[config.mk]
export PLATFORM = sky130hd
export DESIGN_NAME = afs_ctrl
export DESIGN_NICKNAME = d
export VERILOG_FILES = /design/src/rtl/core/afs_pkg.sv /design/src/rtl/core/afs_ctrl.sv
export SDC_FILE = /design/constraint.sdc
export NUM_CORES = 1
export LEC_CHECK = 0
export ABC_AREA = 1
export CAP_MARGIN = 20
export CELL_PAD_IN_SITES_DETAIL_PLACEMENT = 0
export CELL_PAD_IN_SITES_GLOBAL_PLACEMENT = 1
export CORE_AREA = 5 5 42 44
export CTS_CLUSTER_SIZE = 20
export DETAILED_ROUTE_END_ITERATION = 8
export DIE_AREA = 0 0 47 49
export DONT_BUFFER_PORTS = 1
export PLACE_DENSITY_LB_ADDON = 0.3
export SLEW_MARGIN = 25
export SYNTH_ARGS = -nofsm -noshare
export SYNTH_HDL_FRONTEND = slang
export SYNTH_SLANG_ARGS = --single-unit
export TNS_END_PERCENT = 100
[constraint.sdc]
create_clock -name aclk -period 0.9 [get_ports aclk]
set_input_delay 0.045 -clock aclk [delete_from_list [all_inputs] [get_ports aclk]]
set_output_delay 0.045 -clock aclk [all_outputs]
set_load 0.005 [all_outputs]
[src/rtl/core/afs_pkg.sv]
package afs_pkg;

    localparam int FRAME_IDX_W  = 8;
    localparam int FRAME_CNT_W  = 9;
    localparam int DELAY_W      = 16;
    localparam int TIME_W       = 32;
    localparam int STORE_DEPTH  = 256;
    localparam int CFG_IDX_W    = 8;
    localparam int CFG_DATA_W   = 9;

    localparam logic [CFG_IDX_W-1:0]   CFG_FRAME_COUNT    = 8'd0;
    localparam logic [CFG_IDX_W-1:0]   CFG_DISPLAY_ACTIVE = 8'd1;
    localparam logic [FRAME_CNT_W-1:0] FRAME_COUNT_RESET  = 9'd1;

    localparam logic [DELAY_W-1:0] SHORT_DELAY_MS  = 16'd10;
    localparam logic [TIME_W-1:0]  BUMPED_DELAY_MS = 32'd100;

    localparam logic MODE_LOAD = 1'b0;
    localparam logic MODE_TICK = 1'b1;

    typedef struct packed {
        logic                   mode;
        logic [FRAME_IDX_W-1:0] entry_index;
        logic [DELAY_W-1:0]     delay_value;
        logic [TIME_W-1:0]      now_ms;
    } in_item_t;

    typedef struct packed {
        logic [FRAME_IDX_W-1:0] frame_index;
        logic                   frame_changed;
    } out_item_t;

    typedef enum logic [2:0] {
        ST_IDLE,
        ST_LOAD,
        ST_EVAL,
        ST_WALK,
        ST_FINISH
    } afs_state_t;

    typedef struct packed {
        logic take;
        logic load;
        logic eval;
        logic walk;
        logic finish;
    } afs_cmd_t;

    typedef struct packed {
        logic in_mode;
        logic display_active;
        logic go;
        logic eval_walk;
        logic walk_more;
        logic out_free;
    } afs_status_t;

endpackage

[src/rtl/core/afs_ctrl.sv]
module afs_ctrl (
    input  logic                 aclk,
    input  logic                 aresetn,
    input  logic                 s_valid,
    output logic                 s_ready,
    input  afs_pkg::afs_status_t status,
    output afs_pkg::afs_cmd_t    cmd
);

    afs_pkg::afs_state_t state_reg;
    afs_pkg::afs_state_t state_next;

    always_ff @(posedge aclk) begin
        if (!aresetn) begin
            state_reg <= afs_pkg::ST_IDLE;
        end else begin
            state_reg <= state_next;
        end
    end

    always_comb begin
        state_next = state_reg;
        unique case (state_reg)
            afs_pkg::ST_IDLE: begin
                if (s_valid) begin
                    if (status.in_mode == afs_pkg::MODE_LOAD) begin
                        state_next = afs_pkg::ST_LOAD;
                    end else if (status.display_active) begin
                        state_next = afs_pkg::ST_EVAL;
                    end else begin
                        state_next = afs_pkg::ST_FINISH;
                    end
                end
            end
            afs_pkg::ST_LOAD: begin
                state_next = afs_pkg::ST_FINISH;
            end
            afs_pkg::ST_EVAL: begin
                if (status.go && status.eval_walk) begin
                    state_next = afs_pkg::ST_WALK;
                end else begin
                    state_next = afs_pkg::ST_FINISH;
                end
            end
            afs_pkg::ST_WALK: begin
                if (!status.walk_more) begin
                    state_next = afs_pkg::ST_FINISH;
                end
            end
            afs_pkg::ST_FINISH: begin
                if (status.out_free) begin
                    state_next = afs_pkg::ST_IDLE;
                end
            end
            default: begin
                state_next = afs_pkg::ST_IDLE;
            end
        endcase
    end

    always_comb begin
        s_ready    = 1'b0;
        cmd        = '0;
        unique case (state_reg)
            afs_pkg::ST_IDLE: begin
                s_ready  = 1'b1;
                cmd.take = s_valid;
            end
            afs_pkg::ST_LOAD: begin
                cmd.load = 1'b1;
            end
            afs_pkg::ST_EVAL: begin
                cmd.eval = 1'b1;
            end
            afs_pkg::ST_WALK: begin
                cmd.walk = 1'b1;
            end
            afs_pkg::ST_FINISH: begin
                cmd.finish = status.out_free;
            end
            default: begin
                s_ready = 1'b0;
            end
        endcase
    end

    a_take_leaves_idle: assert property (@(posedge aclk) disable iff (!aresetn)
        cmd.take |=> state_reg != afs_pkg::ST_IDLE)
        else $error("Accepted word did not start processing.");

    a_one_command: assert property (@(posedge aclk) disable iff (!aresetn)
        $onehot0(cmd))
        else $error("More than one datapath command at once.");

endmodule

# Word-level counts from Yosys, hierarchy flattened
# Cells that the tools add are included.
dict set report totals {
  out_inout_bits 6
  input_bits 9
  wordCells 24
  ff_bits 3
}
dict set report op_classes {
  muxes 13
  eq_ne 7
  reduce_logical 3
}
# operator count
set op_table {}
lappend op_table {{two-way mux 3 bit} 6}
lappend op_table {{case mux 3 bit (5 select lines)} 1}
lappend op_table {{equality test 3 x 2 -> 1 bit, second input constant} 2}
lappend op_table {{two-way mux 1 bit} 6}
lappend op_table {{!= test 2 bit, second input constant} 3}
lappend op_table {{equality test 3 x 1 -> 1 bit, second input constant} 1}
lappend op_table {{equality test 3 bit, second input constant} 1}
lappend op_table {{zero test 3 bit} 1}
lappend op_table {{AND reduction 3 bit} 1}
lappend op_table {{logical AND 1 bit} 1}

# Longest topological paths before layout
dict set report logic_depth {
  word_depth 4
  ltp_mapped 7
  mapped_depth_nobuf 7
}

# Worst setup path after synthesis
# Ideal clock, no wire load.
dict set report synth_timing {
  path_kind {reg2reg}
  from {register state_reg[2]}
  to {register state_reg[1]}
  arrival_ns 0.887
  slack_ns -0.056
  path_stages_with_launch 6
  n_path_buf 0
  required_time_ns 0.830
  period_less_slack_ns 0.956
  setup_time_ns 0.070
  path_cell_list {dfxtp_1 -> nor2_2 -> nand2_4 -> o21ai_0 -> nand2_1 -> a21oi_1}
}
dict set report synth_between {
  elab_chain_len 3
  elab_cells_between_ends 10
  cone_classes {eq/ne (7); mux (1); reduce/logical (2)}
}
# item line
set synth_rtl {}
lappend synth_rtl {{from (decl)} afs_ctrl.sv:10} ;# afs_pkg::afs_state_t state_reg;
lappend synth_rtl {{from (signal assigned)} afs_ctrl.sv:15} ;# state_reg <= afs_pkg::ST_IDLE;
lappend synth_rtl {{from (signal assigned)} afs_ctrl.sv:17} ;# state_reg <= state_next;
lappend synth_rtl {{equality test 3 x 2 -> 1 bit (tied with other cells)} afs_ctrl.sv:23} ;# unique case (state_reg)
lappend synth_rtl {{!= test 2 bit (no source line)} --}
lappend synth_rtl {{AND reduction 3 bit (no source line)} --}
# Several ways; a longest one is shown, not always the timed one.
# A chain may end at the register's enable or synchronous reset.

==> impl_results.md <==
* Outcome: finished, violations left
* Violated checks: setup timing
* Area of the multi-input gates at 194 um2
* Mux cell area share after synthesis at 0
* Post-synthesis instance total at 44
* Placer congestion estimate at about 0.7
* Compound-Gate Fraction of Synth Area at 0.0995
* Via count at between 300 and 400
* Crit path largest cell delay at between 0.3 and 0.4 ns
* Final period util at 1.19
* Vias in the first global route at 294
* Root Buffer: clkbuf_4
* Synth Register Bits at 3
* Port Buffers at 0
* I/O pin cnt at 15
* Core Area at between 0.001 and 0.0015 mm2
* Async S/R FF share, synth at 0
* Crit end category: primary output
* First-pass GRT wire length at 1.14 mm
* Max Slew Vio Count at 0
* Largest net degree at the start of global routing at 8
* Met3 Use GR at 0.0221
* Initial antenna violation count at 0
* Worst Hold Launch: status[5]
* Synth cell count leaders: inv_1, nand2_1, nand3_1, nor2_1
* CTS HTree Levels at 1
* Clock transition at the registers of the reported paths at 0.04 ns
* CP Max Fanout at 4
* # diodes at 0
* Sequential cell area at roughly 71 um2
* Met2 Use GR at 0.102
* Post-synth cell types at 14
* Setup TNS Final at -1.15 ns
* WP data arrival at 1.02 ns
* Post-Route WL at 663 um
* Pwr per Cell Area at 1520 mW/mm2
* Avg Cell Area, Syn at 5.72 um2
* Synth Area in Simple Gates at 0.498
* Post-synthesis sequential area ratio at 0.239
* Met1 Use GR at 0.0700
* Starting Density at 0.179
* Place WS at -0.139 ns
* Worst-Skew Late Latency at 0.24 ns
* Syn Nets at 53
* Fin worst setup slack at -0.169 ns
* Placed wire-length estimate at 536 um
* CP startpoint: state_reg[2]
* CP max stage cell: dfxtp_4
* Nets at 67
* Die X at approximately 47 um
* DIE AREA at 0.00230 mm2
* Data required, critical path at roughly 0.85 ns
* Area contributors post-synth: dfxtp_1, inv_1, nand2_1
* Maximum clock rate at 936 MHz
* Synth warn at 0
* CP dominant cell by count: nor2_4
* Grt ovf at 0
* Top_reg_cell synth: dfxtp_1
* Routed vias/inst at 4.26
* Synthesized cell area at 251 um2
* HP Class: input pin to flop
* Antenna Nets Post-Route at 0
* # clock sinks at 3
* Post-synth top area cell: dfxtp_1
* Post-synthesis adder-cell area fraction at 0
* Period minus WS final at 1.07 ns
* Pleak at 0.207 nW
* CP cell instances: nor2_4 > nand2_4 > buf_6 > nor2_4
* Class of the most critical setup path: flop to primary output
* CP startpoint kind: flop
* Yosys top cell area share at 0.239
* Worst r2r src: state_reg[2]
* Area delta synth->final at 69.7%
* Setup violations, final at 9
* Max Root-Sink Buffers at 2
* Share of cells above drive strength 1 at 0.509
* Max-cap violation count at 0
* Xor/xnor share of the synthesized area at 0
* Max reg flops at 3
* RSZ-0062 raised after global routing: true
* Skew final at 0.00217 ns
* Maximum VDD drop at 0.490 mV
* Clock tree from TritonCTS: built
* Row count at 14
* WL/cell at 9.08 um
* Total CTS buffers at 3
* Total global-route track usage at 0.0710
* Count leader, synth: inv_1
* Number of DRC markers in iteration 0 at 2
* Worst rel slew slack at 0.877
* Final hold vios at 0
* Largest family of logic cells by synthesized area: simple AND/OR/NAND/NOR gates
* DRC violations left at 0
* DRT Pass-1 Iters at 2
* Fillers at 166
* Die H at between 40 and 50 um
* Number of flops mapped to enable cells by yosys at 0
* Worst-margin pin slew at roughly 0.18 ns
* Busiest grt layer: met2
[kinds of logic (layout without fill, tap and decap cells)]
logic type      after synthesis  count (layout)
compound gates                5               5
buf+inv                      11              24
flops                         3               3
simple gates                 25              25
[metal layers]
layer | up-vias | routed length (um)
li1 | 168 | -
met3 | 2 | 64
met2 | 10 | 354
met5 | - | 0
met4 | 0 | 14
met1 | 131 | 230
[power by group]
group | total (mW) | switching, mW | internal (mW)
logic | 0.234 | 0.121 | 0.112
registers | 0.174 | 0.0257 | 0.148
clock network | 0.243 | 0.0762 | 0.167
[metrics by stage]
stage                     cell area (um2)  std cells  total power [mW]  hold WS (ns)  utilization
after floorplan                       265         44             0.293         0.161            -
after global placement                330         66             0.346         0.166        0.236
after detailed placement              330         66             0.347         0.166        0.236
after CTS                             427         73             0.655        0.0160        0.304
after global routing                  427         73             0.695        0.0486        0.304
final                                 427         73             0.650        0.0135        0.304
[cells in the final DEF (no fill, tap or decap)]
cell type      count
a21oi_1            2
a21oi_2            1
buf_4              7
buf_6              1
clkbuf_1           1
clkbuf_4           3
dfxtp_4            3
dlygate4sd3_1      1
inv_1              7
inv_2              4
nand2_1            8
nand2_4            1
nand3_1            4
nand3_2            1
nand3b_1           1
nand4_1            1
nor2_1             2
nor2_2             2
nor2_4             3
nor3_2             1
nor4_2             1
o21ai_1            1
o21ai_2            1
[critical path: cells and delay by family, from the launching register on]
| kind | cells | cell delay (ns) |
|---|---|---|
| flip-flops | 1 | 0.35 |
| AND/OR/NAND/NOR | 3 | 0.30 |
| buffers and inverters | 1 | 0.12 |
[cell type report]
class                      instances  share of cell area
clock buffer                       4              0.0616
tap                               16              0.0469
multi-input combinational         30               0.455
sequential                         3               0.167
inverter                          11              0.0968
timing repair buffer               9               0.173
[worst paths after layout]
kind / slack [ns] / endpoint / depth (start not counted)
max: -0.17 / cmd[4] / 4
min: 0.01 / state_reg[0] / 3
max reg2reg: -0.14 / state_reg[0] / 6
min reg2reg: 0.57 / state_reg[2] / 2
[what timing repair did]
item	4_1_cts	5_1_grt
buffers inserted	2	0
hold endpoints to repair	3	0
resized for setup	13	0
setup endpoints to repair	9	9
hold buffers	1	0
pin swaps	8	3
Power figures use the tool's default switching activity.
